File: src/rtl/bta_ram.sv
module bta_ram #(
  parameter int unsigned Width = 8,
  parameter int unsigned Depth = 16
) (
  input  logic                     clk_i,
  input  logic                     we_i,
  input  logic [$clog2(Depth)-1:0] waddr_i,
  input  logic [Width-1:0]         wdata_i,
  input  logic [$clog2(Depth)-1:0] raddr_i,
  output logic [Width-1:0]         rdata_o
);

  logic [Width-1:0] mem_q [Depth];
  logic [Width-1:0] rdata_q;

  always_ff @(posedge clk_i) begin
    if (we_i) begin
      mem_q[waddr_i] <= wdata_i;
    end
    rdata_q <= mem_q[raddr_i];
  end

  assign rdata_o = rdata_q;

endmodule

File: config.mk
export PLATFORM = sky130hd
export DESIGN_NAME = bta_ram
export DESIGN_NICKNAME = d
export VERILOG_FILES = /design/src/rtl/bta_ram.sv
export SDC_FILE = /design/constraint.sdc
export NUM_CORES = 1
export LEC_CHECK = 0
export BUFFER_PORTS_ARGS = -buffer_cell sky130_fd_sc_hd__buf_2
export CAP_MARGIN = 20
export CORE_MARGIN = 4
export CORE_UTILIZATION = 60
export DETAILED_ROUTE_END_ITERATION = 6
export GPL_TIMING_DRIVEN = 0
export MAX_ROUTING_LAYER = met4
export PLACE_DENSITY = 0.78
export SLEW_MARGIN = 30
export SYNTH_ARGS = -nofsm -noshare
export SYNTH_HDL_FRONTEND = slang
export SYNTH_SLANG_ARGS = --single-unit
export TNS_END_PERCENT = 5
File: constraint.sdc
create_clock -name clk_i -period 3.1 [get_ports clk_i]
set_clock_uncertainty 0.15 [all_clocks]
set_input_delay 0.775 -clock clk_i [delete_from_list [all_inputs] [get_ports clk_i]]
set_output_delay 0.775 -clock clk_i [all_outputs]
set_load 0.01 [all_outputs]
======== Yosys cells after proc, flatten, opt, wreduce, memory -nomap -nowiden ========
Memories as Yosys holds them, arrays and structs flattened. A register that Yosys moved wholly into a read port is not among the register bits.
Index checks and enable logic that the tools add are counted.
cells by class
  muxes and demuxes ....................... 2
operators with widths
  operator  number
  $mux 1    2
storage, ports and cells
  logic and storage cells ................. 3
  memories ................................ 1
  memory bits (writable) .................. 128
  output and inout port bits .............. 8
  input port bits ......................... 18
  flip-flop bits (word level) ............. 0
memory list
  memory  depth  bits a word  rd ports  clocked after memory_dff  wr ports  line  text
  mem_q   16     8            1         1                         1         13    logic [Width-1:0] mem_q [Depth];

======== Longest topological paths before layout ========
Gate-level depths: netlist of run 1.
  depth after elaboration ................. 2
  mapped depth ............................ 5
  mapped depth without buffers ............ 3

======== Worst setup path before layout of run 1 ========
No wires, ideal clock.
  path type ............................... input port to flip-flop
  start point ............................. input port waddr_i[2]
  end point ............................... memory mem_q[0][0] (enable)
  stages .................................. 2
  path buffers ............................ 0
  data required time ...................... 2567 ps
  data arrival time ....................... 1885 ps
  setup time .............................. 383 ps
  slack ................................... 682 ps
  cells stage by stage .................... or3b_2 > nor3_1
RTL lines
  item         line  text
  from (decl)  7     input logic [$clog2(Depth)-1:0] waddr_i,
  to (decl)    13
No word-level cell before the write port.

======== Worst setup path after layout of run 1 ========
  start point ............................. input port waddr_i[2]
  end point ............................... memory mem_q[1][6] (enable)
No word-level cell before the write port.

==> metrics.txt, run 1 <==
status=complete, no violations; Die H=101 um; global-route wire length before repair=15800 um; nets@finish=290; slowest CP cell=nor2_1; DRT Pass-1 Iters=5; Worst path max stage delay=680 ps; Die W=101 um; TritonCTS clock tree=done; Final Hold Viols=0; floorplan core area=8300 sq um; Die ar.=10100 sq um; DR iter-0 viols=269; Netlist Area Pre-Place=5150 sq um; Worst EP required=3090 ps; commonest non-fill, non-tap cells in the layout=edfxtp_1, buf_2, mux4_2, a22oi_1, clkbuf_16; highest clock rate=471 MHz; Buffers & Inverters on Critical Path=1; RSZ-0062 raised after global routing=false; Tcrit/Tclk final=68.5%; final setup TNS=0 ps; post-synth top area cell=edfxtp_1; initial antenna violation count=0; number of global-route vias before repair=2524; Synth cell types=19; peak supply drop=0.552 mV; Detail Route Antenna Nets=0; Num CTS Buffers=17; placed insts=358; final setup fails=0; fraction of layout cells with a size suffix above 1=31.2%; CTS Buffer Depth=2; DR WL/cell=26.5 um; DP Wirelength=6010 um; Mapped Nets=247; Post-CTS Hold Buffers=0; Leak=0.00208 uW; Seq/Total Area, Yosys=77.8%; crit path from=waddr_i[2]; Sw Pwr=877 uW; total congestion overflow=0; drt drc=0; Syn Inst Count=229; number of synthesized register bits=136; Arr. time, crit path=2110 ps; Cell Rows=33; Post-Route WL=10300 um; clock share of power=50.6%; top-area cell type share of the netlist area=74.7%; R2R Path Start=mem_q[5][1]; Clk pin slew, worst setup/hold paths=60 ps; Total GRT Usage=23.3%; worst-margin pin slew=852 ps; PostCTS Resize Cnt=0; RePlAce Congestion=0.777; largest net degree at the start of global routing=17; postcts setup bufs=0; Mapped Avg Cell Area=22.5 sq um; WS Path Type=primary input to flop; commonest non-fill, non-tap cell in the layout=edfxtp_1; diode count=0; Hold Path Class=primary input to flop; post-layout minimum cycle time=2120 ps; initial cell density of the core=62.0%; worst-path fanout max=8; CTS root buf=clkbuf_8; via count=2513; Startpoint Class=primary input; # IOs=26; beginning of the worst hold path=wdata_i[6]; sequential group share of total power=45.0%; Internal=3720 uW; switching part of the total=19.1%; Comb pwr share=4.4%; max-cap violations=0; Area Growth Syn to Fin=18.8%; vias per cell=6.44; Skew-Pair Late Insertion Delay=510 ps; CTS Sinks=136; Finished Layout Cells=390; synth top area cells=edfxtp_1, mux4_2, mux4_1; Final Max Tran Viols=0; Slew HR=43.0%; CP Capture Type=flop; CP top delay family=simple AND/OR/NAND/NOR gates; number of H-tree levels=4; Cell Pwr Density=751 nW/um^2; Yosys Warn Count=0; CP Cell Sequence=buf_2 -> or3b_2 -> nor2_1; port bufs=24
## flip-flops by register name, indices dropped and copies added (netlist names)
signal / flops
rdata_o: 8
mem_q: 128
## cell families (layout without fill, tap and decap cells)
| kind of cell | Yosys count | count (layout) | share of synthesized area, % |
|---|---|---|---|
| buffers and inverters | 10 | 66 | 1.68 |
| multiplexers | 32 | 32 | 15.0 |
| flip-flops | 136 | 136 | 77.8 |
| AND/OR/NAND/NOR | 35 | 35 | 3.18 |
| AO/OA/AOI/OAI | 16 | 16 | 2.33 |
## cell usage after synthesis (all sizes together)
library cell   instances
nand2                  9
and2b                  1
nor3                   4
dfxtp                  8
nand2b                 2
edfxtp               128
clkdlybuf4s25          3
nand3b                 2
and2                   1
buf                    7
a22oi                 16
mux4                  32
nor2                  13
nor2b                  1
or3b                   1
nand3                  1
## worst paths after layout
check                end  slack, ps  depth (start not counted)
max          mem_q[1][6]        980                          3
min          mem_q[5][6]        510                          1
max reg2reg   rdata_o[1]       1540                          3
min reg2reg   rdata_o[3]        530                          3
## power by group through the flow
stage / combinational [uW] / clock (uW) / sequential [uW]
2_1_floorplan: 104 / 0 / 2110
3_5_place_dp: 199 / 0 / 2100
4_1_cts: 205 / 2340 / 2070
5_1_grt: 218 / 2430 / 2070
6_report: 202 / 2320 / 2070
3_3_place_gp: 191 / 0 / 2100
## cell type report
type                            count  area (sq um)
Sequential cell                   136          4000
Fill cell                         445          2180
Multi-Input combinational cell     83          1080
Clock buffer                       18           428
Clock inverter                     14           269
Tap cell                          105           131
Timing Repair Buffer               24           120
Buffer                             10          86.3
## worst reg2reg max path: stages (launching register included)
cell      delay (ps)
edfxtp_1         380
mux4_1           590
a22oi_1          240
nand2_1           90
## metrics by stage
| step | setup slack, ps | total power [uW] | area, sq um | util (%) | hold WS (ps) |
|---|---|---|---|---|---|
| global placement | 143 | 2290 | 5400 | 65.1 | 502 |
| finish | 975 | 4590 | 6120 | 73.7 | 514 |
| CTS | 992 | 4610 | 6120 | 73.7 | 507 |
| detailed placement | 486 | 2300 | 5420 | 65.3 | 522 |
| global route | 933 | 4710 | 6120 | 73.7 | 510 |
| floorplan | 682 | 2210 | 5150 | - | 479 |
## metal layers
layer  share of wire (%)  track usage (%)
met1                  40             31.8
met2                  50             35.1
met3                 7.9             5.33
met4                 1.9             8.19
met5                   0                -
Note: power is estimated with default switching activity, not from simulation.
==> inputs of run 2 (changes only) <==
clock period = 2 ns   (was 3.1 ns; I/O delays follow)
==> run 2 against run 1 <==
Effect of this change:
- sequential power is 55% higher
- register-to-register slack worse by 1100 ps
- critical path depth stayed put
- first-iteration DRC count fell by 19%
- cell count unchanged
==> metrics.txt, run 2 (synthesis results as in run 1) <==
initial antenna violation count=0; number of global-route vias before repair=2537; PostCTS Resize Cnt=0; R2R depth=3; DP Wirelength=5980 um; RePlAce Congestion=0.709; Cell Pwr Density=1110 nW/um^2; nets@finish=290; Arr. time, crit path=1760 ps; Post-Route WL=10100 um; # IOs=26; Worst EP required=2000 ps; highest clock rate=566 MHz; RSZ-0062 raised after global routing=false; CTS Buffer Depth=2; Slew HR=46.7%; CTS Sinks=136; CTS root buf=clkbuf_8; Skew-Pair Late Insertion Delay=520 ps; commonest non-fill, non-tap cell in the layout=edfxtp_1; CP Capture Type=flop; Area Growth Syn to Fin=17.1%; fraction of layout cells with a size suffix above 1=30.5%; floorplan core area=8300 sq um; max reg flops=128; Hold EP=mem_q[13][5]; Top reg by flops=mem_q; RR Endpoint=rdata_o[0]; final setup fails=0; setup ws final=235 ps; slowest CP cell=nor3_2; CP Cell Sequence=buf_2 -> or3b_2 -> nor3_2; Hold Slack=232 ps; Detail Route Antenna Nets=0; Hold Crit Depth=1; commonest non-fill, non-tap cells in the layout=edfxtp_1, buf_2, mux4_2, a22oi_1, clkbuf_16; Die ar.=10100 sq um; DR WL/cell=25.8 um; worst-margin pin slew=796 ps; port bufs=24; total congestion overflow=0; TritonCTS clock tree=done; R2R Path Start=mem_q[5][0]; diode count=0; Cell Rows=33; peak supply drop=0.756 mV; Final Max Tran Viols=0; Buffers & Inverters on Critical Path=1; initial cell density of the core=62.0%; fill count=453; r2r setup slk=400 ps; Startpoint Class=primary input; Die H=101 um; dpl ws=-322 ps; number of H-tree levels=4; Die W=101 um; vias per cell=6.36; post-layout minimum cycle time=1770 ps; CP top delay family=simple AND/OR/NAND/NOR gates; Tcrit/Tclk final=88.3%; max-cap violations=0; global-route wire length before repair=15400 um; drt drc=0; Worst path max stage delay=610 ps; beginning of the worst hold path=wdata_i[5]; DR iter-0 viols=217; Num CTS Buffers=17; postcts setup bufs=0; Post-CTS Hold Buffers=0; Leak=0.00203 uW; DRT Pass-1 Iters=4; status=complete, no violations; Final Hold Viols=0; via count=2479; Clk pin slew, worst setup/hold paths=60 ps; Total GRT Usage=22.9%; post-layout util=72.7%; WS Path Type=primary input to flop; Hold Path Class=primary input to flop; largest net degree at the start of global routing=17; worst-path fanout max=8
==> run 2: changes by cell type in the layout (fill, tap and decap cells not counted), sizes merged <==
cell	before	now
bufinv	7	4
clkbuf	18	20
clkinv	3	5
inv	2	0
clkinvlp	2	3
==> run 2: how the worst max path moves through the flow <==
stage | slack, ps | end | from | cells past startpoint
global route | 170 | mem_q[3][4] | waddr_i[2] | 3
CTS | 250 | mem_q[3][4] | waddr_i[2] | 3
global placement | -410 | mem_q[8][2] | waddr_i[2] | 3
detailed placement | -320 | mem_q[0][3] | waddr_i[2] | 3
finish | 230 | mem_q[0][0] | waddr_i[2] | 3
floorplan | 80 | mem_q[3][0] | waddr_i[2] | 2
==> run 2: area by class of cell <==
cell class | count | area [sq um] | area share (%)
multi-input cells | 83 | 1080 | 17.9
repair buffers | 24 | 120 | 1.99
flip-flops and latches | 136 | 4000 | 66.4
clock buffers | 20 | 435 | 7.22
clock inverters | 12 | 175 | 2.91
well taps | 105 | 131 | 2.18
plain buffers | 10 | 86.3 | 1.43
==> run 2: routing by layer <==
layer | up-vias | GRT usage (%) | routed length [um]
met5 | - | - | 0
met4 | 0 | 9.74 | 180
met3 | 15 | 6.30 | 968
met2 | 137 | 33.0 | 4990
met1 | 1266 | 31.4 | 3940
li1 | 1061 | - | -
==> run 2: worst register-to-register path, cell delays in order, from the launching register on <==
cell and delay, ps:
edfxtp_1 360, mux4_1 560, a22oi_1 330, nand2_1 90
==> run 2: report_power, final <==
group | internal, uW | switching, uW | total, uW
Sequential | 3190 | 16.5 | 3200
Combinational | 127 | 183 | 310
Clock | 2050 | 1120 | 3170
==> run 2: through the flow <==
stage	area, sq um	power (uW)	setup TNS [ps]	instances
2_1_floorplan	5150	3430	0	229
3_3_place_gp	5400	3550	-18130	358
3_5_place_dp	5420	3570	-12910	358
4_1_cts	6030	6720	0	390
5_1_grt	6030	6880	0	390
6_report	6030	6690	0	390
