**src/rtl/bta_node_alu.sv**
```systemverilog
module bta_node_alu #(
  parameter int unsigned NodeW = 11,
  parameter int unsigned CalcW = 13
) (
  input  logic [NodeW-1:0] left_i,
  input  logic [NodeW-1:0] right_i,
  input  logic [NodeW-1:0] parent_size_i,
  input  logic             full_merge_i,
  input  logic [CalcW-1:0] need_i,
  output logic [NodeW-1:0] merged_o,
  output logic             left_fits_o
);

  logic [NodeW:0]   sum;
  logic [NodeW-1:0] larger;

  // buddy merge on a free: two fully free halves make one free parent; otherwise the parent holds the larger child
  assign sum    = {1'b0, left_i} + {1'b0, right_i};
  assign larger = (left_i > right_i) ? left_i : right_i;

  always_comb begin
    if (full_merge_i && (sum == {1'b0, parent_size_i})) begin
      merged_o = parent_size_i;
    end else begin
      merged_o = larger;
    end
  end

  // descent step: does the left child hold a large enough block
  assign left_fits_o = (CalcW'(left_i) >= need_i);

endmodule

```
**config.mk**
```make
export PLATFORM = sky130hd
export DESIGN_NAME = bta_node_alu
export DESIGN_NICKNAME = d
export VERILOG_FILES = /design/src/rtl/bta_node_alu.sv
export SDC_FILE = /design/constraint.sdc
export NUM_CORES = 1
export LEC_CHECK = 0
export ABC_CLOCK_PERIOD_IN_PS = 2500
export BUFFER_PORTS_ARGS = -buffer_cell sky130_fd_sc_hd__buf_2
export CORE_ASPECT_RATIO = 1.5
export CORE_MARGIN = 2
export CORE_UTILIZATION = 52
export DETAILED_ROUTE_END_ITERATION = 6
export PLACE_DENSITY_LB_ADDON = 0.05
export SYNTH_ARGS = -nofsm -noshare
export SYNTH_HDL_FRONTEND = slang
export SYNTH_SLANG_ARGS = --single-unit
```
**constraint.sdc**
```tcl
create_clock -name vclk -period 2.5
set_input_delay 0 -clock vclk [all_inputs]
set_output_delay 0 -clock vclk [all_outputs]
set_load 0.05 [all_outputs]
```
**After elaboration in Yosys (flattened, before gate mapping)**

Index checks and enable logic that the tools add are counted.

- $add $sub $neg: 1
- Magnitude comparators: 2
- Equal/unequal tests: 1
- Mux-type cells: 2
- Reductions and logical operators: 1

Operators with widths:

| kind | number |
|---|---|
| 11-bit 2-to-1 mux | 2 |
| 11-bit by 13-bit greater-or-equal comparator with 1-bit output | 1 |
| 11-bit by 11-bit adder with 12-bit output | 1 |
| 12-bit by 11-bit equality test with 1-bit output | 1 |
| 11-bit > comparator | 1 |
| 1-bit logical AND | 1 |

- Register bits after elaboration: 0
- Bits of input ports: 47
- Output and inout bits: 12
- Word-level logic and storage cells: 7

**Depth between registers and ports, before layout**

Gate-level depths: netlist of the first run.

- Depth in word-level cells: 4
- Mapped depth: 11

**Least setup slack after synthesis of the first run**

No wires, ideal clock.

- Path type: input-to-output
- Start point: in left_i[0]
- End point: out merged_o[0]
- Arrival time: 2.156 ns
- Required time: 2.500 ns
- Slack: 0.344 ns
- Stages: 10
- Buffers on the path: 1
- Path through: ha_1 > fa_1 > and2b_4 > o21ai_1 > o211ai_1 > xnor2_1 > nor4_1 > nand4_1 > buf_6 > mux2_4

- Longest elaborated chain between the ends: 4
- Elaborated cells on any way between the ends: 6

RTL lines:

| element | RTL line | source |
|---|---|---|
| from (decl) | 5 | `input logic [NodeW-1:0] left_i,` |
| 11-bit by 11-bit adder with 12-bit output | 18 | `assign sum = {1'b0, left_i} + {1'b0, right_i};` |
| 12-bit by 11-bit equality test with 1-bit output | 22 | `if (full_merge_i && (sum == {1'b0, parent_size_i})) begin` |
| 1-bit logical AND | 22 |  |
| 11-bit 2-to-1 mux (*) | 22 |  |
| to (decl) | 10 | `output logic [NodeW-1:0] merged_o,` |

Every way passes the cells marked *; elsewhere a longest branch is shown, timed or not.

**Worst setup path after layout of the first run**

- Start point: in right_i[0]
- End point: out merged_o[10]

- Longest elaborated chain between the ends: 4
- Elaborated cells on any way between the ends: 6

RTL lines:

| element | RTL line | source |
|---|---|---|
| from (decl) | 6 | `input logic [NodeW-1:0] right_i,` |
| 11-bit by 11-bit adder with 12-bit output | 18 |  |
| 12-bit by 11-bit equality test with 1-bit output | 22 |  |
| 1-bit logical AND | 22 |  |
| 11-bit 2-to-1 mux (*) | 22 |  |

Marked as above.

==> results of run 1 <==
-- path summary, 6_finish.rpt --
kind,startpoint,end,slack [ps],cells past startpoint
min,parent_size_i[0],merged_o[0],380,3
max,right_i[0],merged_o[10],60,11
-- power by group through the flow --
stage	clock [uW]	sequential, uW	combinational (uW)
after detailed placement	0	0	456
after CTS	0	0	472
after floorplan	0	0	335
after global placement	0	0	443
final	0	0	507
after global routing	0	0	552
-- synth_stat cells, drive strengths merged (3+ instances only) --
library cell,count,area [sq um]
nor2b,4,25.02
ha,33,412.9
a21oi,8,51.30
inv,25,93.84
xnor2,8,70.07
a21o,5,37.54
nand4,4,25.02
mux2,22,285.3
xor2,9,78.83
nor4,3,18.77
clkbuf,3,11.26
o211ai,4,30.03
nor2,9,33.78
nor3,4,20.02
o21ai,8,40.03
o21bai,3,22.52
-- metrics by stage --
| step | power [uW] | setup TNS (ps) | area (sq um) |
|---|---|---|---|
| after global placement | 442.9 | -242.5 | 1817 |
| final | 507.3 | 0 | 1977 |
| after global routing | 552.2 | -327.5 | 1977 |
| after detailed placement | 456.2 | -1212 | 1817 |
| after CTS | 472.2 | 0 | 1856 |
| after floorplan | 335.3 | 0 | 1468 |
-- cells in the final DEF, fill, tap and decap left out, types with 3 or more instances in the layout --
cell type and n:
sky130_fd_sc_hd__o21bai_1 3, sky130_fd_sc_hd__a21oi_1 7, sky130_fd_sc_hd__nor2b_1 4, sky130_fd_sc_hd__xor2_1 8, sky130_fd_sc_hd__buf_2 46, sky130_fd_sc_hd__buf_6 9
sky130_fd_sc_hd__xnor2_1 8, sky130_fd_sc_hd__o21ai_0 6, sky130_fd_sc_hd__a21o_1 5, sky130_fd_sc_hd__ha_1 30, sky130_fd_sc_hd__nor2_1 9, sky130_fd_sc_hd__inv_1 25
sky130_fd_sc_hd__buf_4 8, sky130_fd_sc_hd__mux2_2 12, sky130_fd_sc_hd__nor4_1 3, sky130_fd_sc_hd__nor3_1 3, sky130_fd_sc_hd__o211ai_1 4, sky130_fd_sc_hd__nand4_1 4
sky130_fd_sc_hd__mux2_4 10
-- cell families (layout without fill, tap and decap cells) --
logic type	after synthesis	in the layout	share of synthesized area, %
mux	22	22	19.44
fa+ha+maj	34	34	29.50
simple gates	36	36	14.32
xor+xnor	17	17	10.15
buf+inv	30	90	8.440
compound gates	38	38	18.16
-- what timing repair did --
item	in CTS	in global routing
gates resized for setup	13	28
pin swaps	2	8
setup endpoints to repair	11	11
setup buffers	0	1
-- critical path: stages --
cell and delay (ps):
sky130_fd_sc_hd__buf_8 100, sky130_fd_sc_hd__ha_4 160, sky130_fd_sc_hd__fa_2 550, sky130_fd_sc_hd__xor2_2 70, sky130_fd_sc_hd__nor4b_2 270, sky130_fd_sc_hd__o211ai_1 140, sky130_fd_sc_hd__nor4_1 230, sky130_fd_sc_hd__nand4_1 220
sky130_fd_sc_hd__buf_6 220, sky130_fd_sc_hd__mux2_2 280, sky130_fd_sc_hd__buf_4 190
-- per-layer routing --
metal,wire length (um),part of all wire [%],GRT usage (%)
met3,135,3.8,1.047
met5,0,0,0
met2,2102,59,45.35
met4,16,0.45,1.235
met1,1326,37,23.34
-- final cells by class --
class              count  area (sq um)  share of cell area, %
well taps             37         46.29                  2.342
repair buffers        65         421.7                  21.33
inverters             25         93.84                  4.747
multi-input cells    147          1415                  71.58
==> run_summary.xml, run 1 <==
<?xml version="1.0" encoding="UTF-8"?>
<metrics>
  <group name="run_status">
    <metric name="outcome" unit="">finished clean</metric>
  </group>
  <group name="pwr">
    <metric name="cell_internal_pwr" unit="uW">238.0</metric>
    <metric name="ir_drop" unit="mV">0.1752</metric>
    <metric name="power.share.switching" unit="%">53.08</metric>
    <metric name="power_frac_comb" unit="%">100.0</metric>
    <metric name="leakage" unit="uW">0.001045</metric>
    <metric name="pwr_density_cell" unit="nW/um^2">256.6</metric>
    <metric name="p_clk_share" unit="%">0</metric>
    <metric name="netSwitchingPower" unit="uW">269.3</metric>
    <metric name="power.share.sequential" unit="%">0</metric>
  </group>
  <group name="sta">
    <metric name="max_freq" unit="GHz">0.4098</metric>
    <metric name="setup_ws" unit="ps">59.53</metric>
    <metric name="finalHoldWorstSlack" unit="ps">379.8</metric>
    <metric name="crit_path_time_final" unit="ps">2440</metric>
    <metric name="finalSetupViolations" unit="">0</metric>
    <metric name="final-hold-violation-count" unit="">0</metric>
    <metric name="worst_slew_margin_rel" unit="%">72.85</metric>
    <metric name="report.final.slew_viol_count" unit="">0</metric>
    <metric name="timing_worst_slew_pin_value" unit="ps">403.8</metric>
    <metric name="grt_setup_unrepaired" unit="">yes</metric>
    <metric name="final.period_utilization" unit="%">97.62</metric>
  </group>
  <group name="placement">
    <metric name="place.gp.congestion" unit="">0.8543</metric>
    <metric name="count_of_input_and_output_buffers" unit="">59</metric>
    <metric name="dpl.cell_count" unit="">273</metric>
    <metric name="pre_cts_ws" unit="ps">-136.3</metric>
    <metric name="detailedPlacementHpwl" unit="mm">3.120</metric>
  </group>
  <group name="drt">
    <metric name="detail_route.drc_violations" unit="">0</metric>
    <metric name="detail_route.wl_per_cell" unit="um">13.07</metric>
    <metric name="antenna_left" unit="">0</metric>
    <metric name="via_count" unit="">1477</metric>
    <metric name="drtIter0Drc" unit="">24</metric>
    <metric name="route.final.wire_length" unit="mm">3.580</metric>
    <metric name="vias_per_cell" unit="">5.391</metric>
    <metric name="firstDrtPassIters" unit="">4</metric>
  </group>
  <group name="critical_path">
    <metric name="end_kind" unit="">primary output</metric>
    <metric name="setup.worst_path.start_class" unit="">input port</metric>
    <metric name="critical_path_peak_fanout" unit="">8</metric>
    <metric name="critPathKind" unit="">in -&gt; out</metric>
    <metric name="cp_data_required_time" unit="ps">2500</metric>
    <metric name="critical_path_data_arrival_time" unit="ps">2440</metric>
  </group>
  <group name="floorplan">
    <metric name="floorplan.die.width" unit="um">47.38</metric>
    <metric name="floorplan.die.height" unit="um">69.07</metric>
    <metric name="io_pins" unit="">59</metric>
    <metric name="rows" unit="">23</metric>
    <metric name="die_area" unit="sq um">3272</metric>
    <metric name="initial_utilization" unit="%">54.84</metric>
    <metric name="coreArea" unit="sq um">2676</metric>
  </group>
  <group name="job">
    <metric name="max_cap_violations" unit="">0</metric>
  </group>
  <group name="final_layout">
    <metric name="utilization" unit="%">73.87</metric>
    <metric name="final.clkbuf_count" unit="">0</metric>
    <metric name="regArea" unit="sq um">0</metric>
    <metric name="finish.net_count" unit="">320</metric>
    <metric name="antennaDiodeCount" unit="">0</metric>
    <metric name="final_cells" unit="">274</metric>
    <metric name="nFillCells" unit="">226</metric>
    <metric name="n_sequential_cell" unit="">0</metric>
    <metric name="synthToLayoutAreaGrowth" unit="%">34.70</metric>
    <metric name="fraction_of_layout_instances_using_a_drive_strength_above_1" unit="%">42.19</metric>
  </group>
  <group name="logic_synthesis">
    <metric name="ys_types" unit="">41</metric>
    <metric name="synth_seq_area_share" unit="%">0</metric>
    <metric name="synth_cells" unit="">177</metric>
    <metric name="syn-mean-instance-area" unit="sq um">8.292</metric>
    <metric name="yosys_warnings" unit="">0</metric>
    <metric name="synth_area" unit="sq um">1468</metric>
    <metric name="net_count_after_synthesis" unit="">258</metric>
  </group>
  <group name="global_routing">
    <metric name="grt.total_usage" unit="%">22.28</metric>
    <metric name="gr-total-overflow" unit="">0</metric>
    <metric name="via_count_of_the_first_global_routing_pass" unit="">1508</metric>
    <metric name="number_of_antenna_violations_at_the_first_check_in_global_routing" unit="">0</metric>
    <metric name="grt_first_pass_wirelength" unit="mm">5.913</metric>
    <metric name="maximum_number_of_pins_on_one_net_before_global_route_repair" unit="">9</metric>
  </group>
  <group name="hold_path">
    <metric name="hp-class" unit="">in -&gt; out</metric>
  </group>
  <group name="clocking">
    <metric name="post_cts_hold_buffer_count" unit="">0</metric>
  </group>
</metrics>
(Power assumes the default switching activity.)
==> run 2, diff against run 1 <==
==> constraint.sdc (replaced) <==
create_clock -name vclk -period 2.5
set_input_delay 0.5 -clock vclk [all_inputs]
set_output_delay 0.5 -clock vclk [all_outputs]
set_load 0.05 [all_outputs]
==> run_summary.xml, run 2 (synthesized netlist as in run 1, its figures left out) <==
<?xml version="1.0" encoding="UTF-8"?>
<metrics>
  <group name="run_status">
    <metric name="outcome" unit="">complete, but fails checks</metric>
    <metric name="failed_checks" unit="">negative setup slack</metric>
  </group>
  <group name="final_layout">
    <metric name="n_sequential_cell" unit="">0</metric>
    <metric name="final_cells" unit="">318</metric>
    <metric name="synthToLayoutAreaGrowth" unit="%">65.98</metric>
    <metric name="regArea" unit="sq um">0</metric>
    <metric name="most-common-layout-cells" unit="">45 x sky130_fd_sc_hd__buf_2, 45 x sky130_fd_sc_hd__buf_4, 28 x sky130_fd_sc_hd__ha_1, 24 x sky130_fd_sc_hd__inv_1, 14 x sky130_fd_sc_hd__buf_6</metric>
    <metric name="final.clkbuf_count" unit="">0</metric>
    <metric name="finish.net_count" unit="">364</metric>
    <metric name="antennaDiodeCount" unit="">0</metric>
    <metric name="fraction_of_layout_instances_using_a_drive_strength_above_1" unit="%">55.87</metric>
  </group>
  <group name="sta">
    <metric name="final-hold-violation-count" unit="">0</metric>
    <metric name="grt_setup_unrepaired" unit="">yes</metric>
    <metric name="finalSetupViolations" unit="">12</metric>
    <metric name="crit_path_time_final" unit="ps">3629</metric>
    <metric name="worst_slew_margin_rel" unit="%">67.31</metric>
    <metric name="report.final.slew_viol_count" unit="">0</metric>
    <metric name="final.period_utilization" unit="%">145.2</metric>
    <metric name="timing_worst_slew_pin_value" unit="ps">486.2</metric>
    <metric name="max_freq" unit="GHz">0.2755</metric>
    <metric name="setup_ws" unit="ps">-1129</metric>
  </group>
  <group name="floorplan">
    <metric name="die_area" unit="sq um">3272</metric>
    <metric name="initial_utilization" unit="%">54.84</metric>
    <metric name="coreArea" unit="sq um">2676</metric>
    <metric name="io_pins" unit="">59</metric>
    <metric name="floorplan.die.width" unit="um">47.38</metric>
    <metric name="rows" unit="">23</metric>
    <metric name="floorplan.die.height" unit="um">69.07</metric>
  </group>
  <group name="global_routing">
    <metric name="grt_first_pass_wirelength" unit="mm">7.810</metric>
    <metric name="globalRouteMet1Util" unit="%">30.76</metric>
    <metric name="met3_capacity_usage_during_global_routing" unit="%">1.571</metric>
    <metric name="via_count_of_the_first_global_routing_pass" unit="">1868</metric>
    <metric name="number_of_antenna_violations_at_the_first_check_in_global_routing" unit="">0</metric>
    <metric name="maximum_number_of_pins_on_one_net_before_global_route_repair" unit="">7</metric>
    <metric name="grt.total_usage" unit="%">30.74</metric>
    <metric name="gr-total-overflow" unit="">0</metric>
    <metric name="global_route.usage.met2" unit="%">60.96</metric>
    <metric name="grt-busiest-layer" unit="">met2</metric>
  </group>
  <group name="pwr">
    <metric name="pwr_density_cell" unit="nW/um^2">270.8</metric>
    <metric name="ir_drop" unit="mV">0.2040</metric>
    <metric name="leakage" unit="uW">0.001294</metric>
  </group>
  <group name="critical_path">
    <metric name="critical_path_peak_fanout" unit="">6</metric>
    <metric name="setup.worst_path.start_class" unit="">input port</metric>
    <metric name="cp_data_required_time" unit="ps">2000</metric>
    <metric name="critical_path_data_arrival_time" unit="ps">3130</metric>
    <metric name="end_kind" unit="">primary output</metric>
    <metric name="critPathKind" unit="">in -&gt; out</metric>
  </group>
  <group name="placement">
    <metric name="count_of_input_and_output_buffers" unit="">59</metric>
    <metric name="detailedPlacementHpwl" unit="mm">3.583</metric>
    <metric name="dpl.cell_count" unit="">315</metric>
    <metric name="pre_cts_ws" unit="ps">-1010</metric>
    <metric name="place.gp.congestion" unit="">0.8859</metric>
  </group>
  <group name="job">
    <metric name="max_cap_violations" unit="">0</metric>
  </group>
  <group name="drt">
    <metric name="via_count" unit="">1864</metric>
    <metric name="detail_route.wl_per_cell" unit="um">18.78</metric>
    <metric name="firstDrtPassIters" unit="">4</metric>
    <metric name="detail_route.drc_violations" unit="">0</metric>
    <metric name="route.final.wire_length" unit="mm">5.973</metric>
    <metric name="vias_per_cell" unit="">5.862</metric>
    <metric name="antenna_left" unit="">0</metric>
    <metric name="drtIter0Drc" unit="">59</metric>
  </group>
  <group name="hold_path">
    <metric name="hp-class" unit="">in -&gt; out</metric>
  </group>
</metrics>
## run 2: cell count changes in the layout (fill, tap and decap cells not counted), sizes merged
cell  delta
buf     +44
## run 2: cell type report
cell class                      instances  area [sq um]
Fill cell                             120         240.2
Inverter                               25         96.34
Multi-Input combinational cell        147          1498
Tap cell                               37         46.29
Timing Repair Buffer                  109         795.8
## run 2: timing repair
item / CTS / global route
setup endpoints to repair: 12 / 12
setup buffers: 3 / 0
pin swaps: 13 / 4
resized for setup: 41 / 20
hold buffers: 0 / 0
## run 2: metal layers
metal / routed length [um] / vias to the layer above
met2: 3272 / 107
met5: 0 / -
met3: 298 / 41
met4: 340 / 0
li1: - / 841
met1: 2062 / 875
## run 2: where the power goes
part	total, uW	switching [uW]	internal [uW]
logic	660	340	320
clock network	0	0	0
registers	0	0	0
total	660	340	320
## run 2: final timing paths
| path | endpoint | from | slack, ps | cells after the start |
|---|---|---|---|---|
| max | merged_o[2] | right_i[4] | -1130 | 13 |
| min | merged_o[5] | parent_size_i[5] | 1390 | 3 |
## run 2: worst max-delay path, stage by stage
cell and delay (ps):
sky130_fd_sc_hd__buf_2 100, sky130_fd_sc_hd__inv_1 40, sky130_fd_sc_hd__ha_1 380, sky130_fd_sc_hd__buf_4 150, sky130_fd_sc_hd__nand4_1 110, sky130_fd_sc_hd__nor2_1 240
sky130_fd_sc_hd__o21ai_0 220, sky130_fd_sc_hd__nand2_1 140, sky130_fd_sc_hd__o31a_1 260, sky130_fd_sc_hd__buf_4 200, sky130_fd_sc_hd__mux2_2 350, sky130_fd_sc_hd__mux2_4 280
sky130_fd_sc_hd__buf_8 150
## run 2: stage by stage
| stage | total power [uW] | hold WS (ps) | util (%) | area [sq um] | setup TNS, ps |
|---|---|---|---|---|---|
| after global placement | 510.5 | 1435 | 80.50 | 2155 | -10600 |
| after global routing | 694.8 | 1395 | 91.02 | 2436 | -13410 |
| final | 659.6 | 1385 | 91.02 | 2436 | -12280 |
| after CTS | 583.1 | 1383 | 86.86 | 2325 | -9938 |
| after floorplan | 339.0 | 1224 | - | 1491 | -5695 |
| after detailed placement | 528.3 | 1440 | 80.50 | 2155 | -11540 |
==> run 3, diff against run 2 <==
--- a/config.mk
+++ b/config.mk
@@ -7,10 +7,14 @@
 export LEC_CHECK = 0
 export ABC_CLOCK_PERIOD_IN_PS = 2500
 export BUFFER_PORTS_ARGS = -buffer_cell sky130_fd_sc_hd__buf_2
+export CAP_MARGIN = 0
+export CELL_PAD_IN_SITES_DETAIL_PLACEMENT = 1
+export CELL_PAD_IN_SITES_GLOBAL_PLACEMENT = 2
 export CORE_ASPECT_RATIO = 1.5
 export CORE_MARGIN = 2
-export CORE_UTILIZATION = 52
+export CORE_UTILIZATION = 29
 export DETAILED_ROUTE_END_ITERATION = 6
+export MAX_ROUTING_LAYER = met4
 export PLACE_DENSITY_LB_ADDON = 0.05
 export SYNTH_ARGS = -nofsm -noshare
 export SYNTH_HDL_FRONTEND = slang
==> run_summary.xml, run 3 (synthesized netlist as in run 1, its figures left out) <==
<?xml version="1.0" encoding="UTF-8"?>
<metrics>
  <group name="drt">
    <metric name="antenna_left" unit="">0</metric>
    <metric name="detail_route.drc_violations" unit="">0</metric>
    <metric name="vias_per_cell" unit="">4.882</metric>
    <metric name="firstDrtPassIters" unit="">4</metric>
    <metric name="via_count" unit="">1689</metric>
    <metric name="detail_route.wl_per_cell" unit="um">14.38</metric>
    <metric name="drtIter0Drc" unit="">17</metric>
    <metric name="route.final.wire_length" unit="mm">4.974</metric>
  </group>
  <group name="sta">
    <metric name="grt_setup_unrepaired" unit="">yes</metric>
    <metric name="final.period_utilization" unit="%">136.6</metric>
    <metric name="timing_worst_slew_pin_value" unit="ps">376.4</metric>
    <metric name="setup_ws" unit="ps">-916.2</metric>
    <metric name="finalSetupViolations" unit="">12</metric>
    <metric name="final-hold-violation-count" unit="">0</metric>
    <metric name="max_freq" unit="GHz">0.2927</metric>
    <metric name="worst_slew_margin_rel" unit="%">74.68</metric>
    <metric name="finalHoldWorstSlack" unit="ps">1386</metric>
    <metric name="report.final.slew_viol_count" unit="">0</metric>
    <metric name="crit_path_time_final" unit="ps">3416</metric>
  </group>
  <group name="final_layout">
    <metric name="utilization" unit="%">50.06</metric>
    <metric name="n_sequential_cell" unit="">0</metric>
    <metric name="final_cells" unit="">346</metric>
    <metric name="antennaDiodeCount" unit="">0</metric>
    <metric name="final_common_cell" unit="">sky130_fd_sc_hd__buf_4</metric>
    <metric name="design_area" unit="sq um">2427</metric>
    <metric name="most-common-layout-cells" unit="">45 x sky130_fd_sc_hd__buf_4, 44 x sky130_fd_sc_hd__buf_2, 29 x sky130_fd_sc_hd__ha_1, 25 x sky130_fd_sc_hd__inv_1, 16 x sky130_fd_sc_hd__buf_6</metric>
    <metric name="final.clkbuf_count" unit="">0</metric>
    <metric name="synthToLayoutAreaGrowth" unit="%">65.39</metric>
    <metric name="regArea" unit="sq um">0</metric>
    <metric name="finish.net_count" unit="">363</metric>
    <metric name="fraction_of_layout_instances_using_a_drive_strength_above_1" unit="%">53.93</metric>
  </group>
  <group name="clocking">
    <metric name="post_cts_hold_buffer_count" unit="">0</metric>
  </group>
  <group name="global_routing">
    <metric name="via_count_of_the_first_global_routing_pass" unit="">1890</metric>
    <metric name="number_of_antenna_violations_at_the_first_check_in_global_routing" unit="">0</metric>
    <metric name="grt_first_pass_wirelength" unit="mm">7.990</metric>
    <metric name="maximum_number_of_pins_on_one_net_before_global_route_repair" unit="">9</metric>
    <metric name="gr-total-overflow" unit="">0</metric>
    <metric name="grt.total_usage" unit="%">18.38</metric>
  </group>
  <group name="critical_path">
    <metric name="critical_path_data_arrival_time" unit="ps">2920</metric>
    <metric name="end_kind" unit="">primary output</metric>
    <metric name="critPathKind" unit="">in -&gt; out</metric>
    <metric name="cp_data_required_time" unit="ps">2000</metric>
    <metric name="critical_path_peak_fanout" unit="">7</metric>
    <metric name="setup.worst_path.start_class" unit="">input port</metric>
  </group>
  <group name="job">
    <metric name="max_cap_violations" unit="">0</metric>
  </group>
  <group name="pwr">
    <metric name="pwr_density_cell" unit="nW/um^2">253.5</metric>
    <metric name="ir_drop" unit="mV">0.1093</metric>
    <metric name="leakage" unit="uW">0.001280</metric>
  </group>
  <group name="placement">
    <metric name="count_of_input_and_output_buffers" unit="">59</metric>
    <metric name="pre_cts_ws" unit="ps">-1010</metric>
    <metric name="dpl-instance-area" unit="sq um">2211</metric>
    <metric name="detailedPlacementHpwl" unit="mm">4.441</metric>
    <metric name="place.gp.congestion" unit="">0.8012</metric>
    <metric name="dpl.cell_count" unit="">345</metric>
  </group>
  <group name="floorplan">
    <metric name="rows" unit="">31</metric>
    <metric name="floorplan.die.width" unit="um">62.09</metric>
    <metric name="initial_utilization" unit="%">30.27</metric>
    <metric name="io_pins" unit="">59</metric>
    <metric name="floorplan.die.height" unit="um">91.13</metric>
    <metric name="coreArea" unit="sq um">4848</metric>
    <metric name="die_area" unit="sq um">5658</metric>
  </group>
  <group name="hold_path">
    <metric name="hp-class" unit="">in -&gt; out</metric>
  </group>
  <group name="run_status">
    <metric name="outcome" unit="">complete, but fails checks</metric>
    <metric name="failed_checks" unit="">negative setup slack</metric>
  </group>
</metrics>
==> run 3: final timing paths <==
path,start,cells after the start,end
setup / recovery,left_i[2],12,merged_o[4]
hold / removal,parent_size_i[5],3,merged_o[5]
==> run 3: routing by layer <==
layer	wire length (um)	share of wire, %	GRT usage [%]
met5	0	0	-
met4	34	0.68	1.064
met3	125	2.5	0
met2	3092	62	39.15
met1	1722	35	17.31
==> run 3: critical path, cell delays in order <==
cell and delay (ps):
sky130_fd_sc_hd__buf_2 110, sky130_fd_sc_hd__ha_1 350, sky130_fd_sc_hd__nor2_1 140, sky130_fd_sc_hd__a221oi_2 70, sky130_fd_sc_hd__buf_4 150, sky130_fd_sc_hd__o311ai_2 250
sky130_fd_sc_hd__a21oi_1 150, sky130_fd_sc_hd__nor4b_2 300, sky130_fd_sc_hd__nand4_1 210, sky130_fd_sc_hd__buf_6 220, sky130_fd_sc_hd__mux2_4 310, sky130_fd_sc_hd__buf_8 150
==> run 3: where the power goes <==
part	leakage, uW	internal (uW)	total (uW)	switching, uW
clock	0	0	0	0
combinational	0.00128	307	615	308
sequential	0	0	0	0
==> run 3: area by class of cell <==
class                           count  area, sq um
Timing Repair Buffer              108        788.3
Fill cell                         617         2421
Multi-Input combinational cell    147         1463
Tap cell                           66        82.58
Inverter                           25        93.84
==> run 3: per-stage QoR <==
| stage | TNS, ps | total power, uW |
|---|---|---|
| after detailed placement | -11550 | 549.6 |
| after CTS | -9977 | 615.4 |
| final | -10070 | 615.4 |
| after global placement | -10890 | 529.8 |
| after floorplan | -5695 | 339.0 |
| after global routing | -11190 | 666.1 |
==> run 3: timing repair <==
| item | 4_1_cts | 5_1_grt |
|---|---|---|
| resized for setup | 46 | 3 |
| pin swaps | 9 | 1 |
| setup buffers | 2 | 0 |
| setup endpoints to repair | 12 | 12 |
| gates cloned | 0 | 0 |
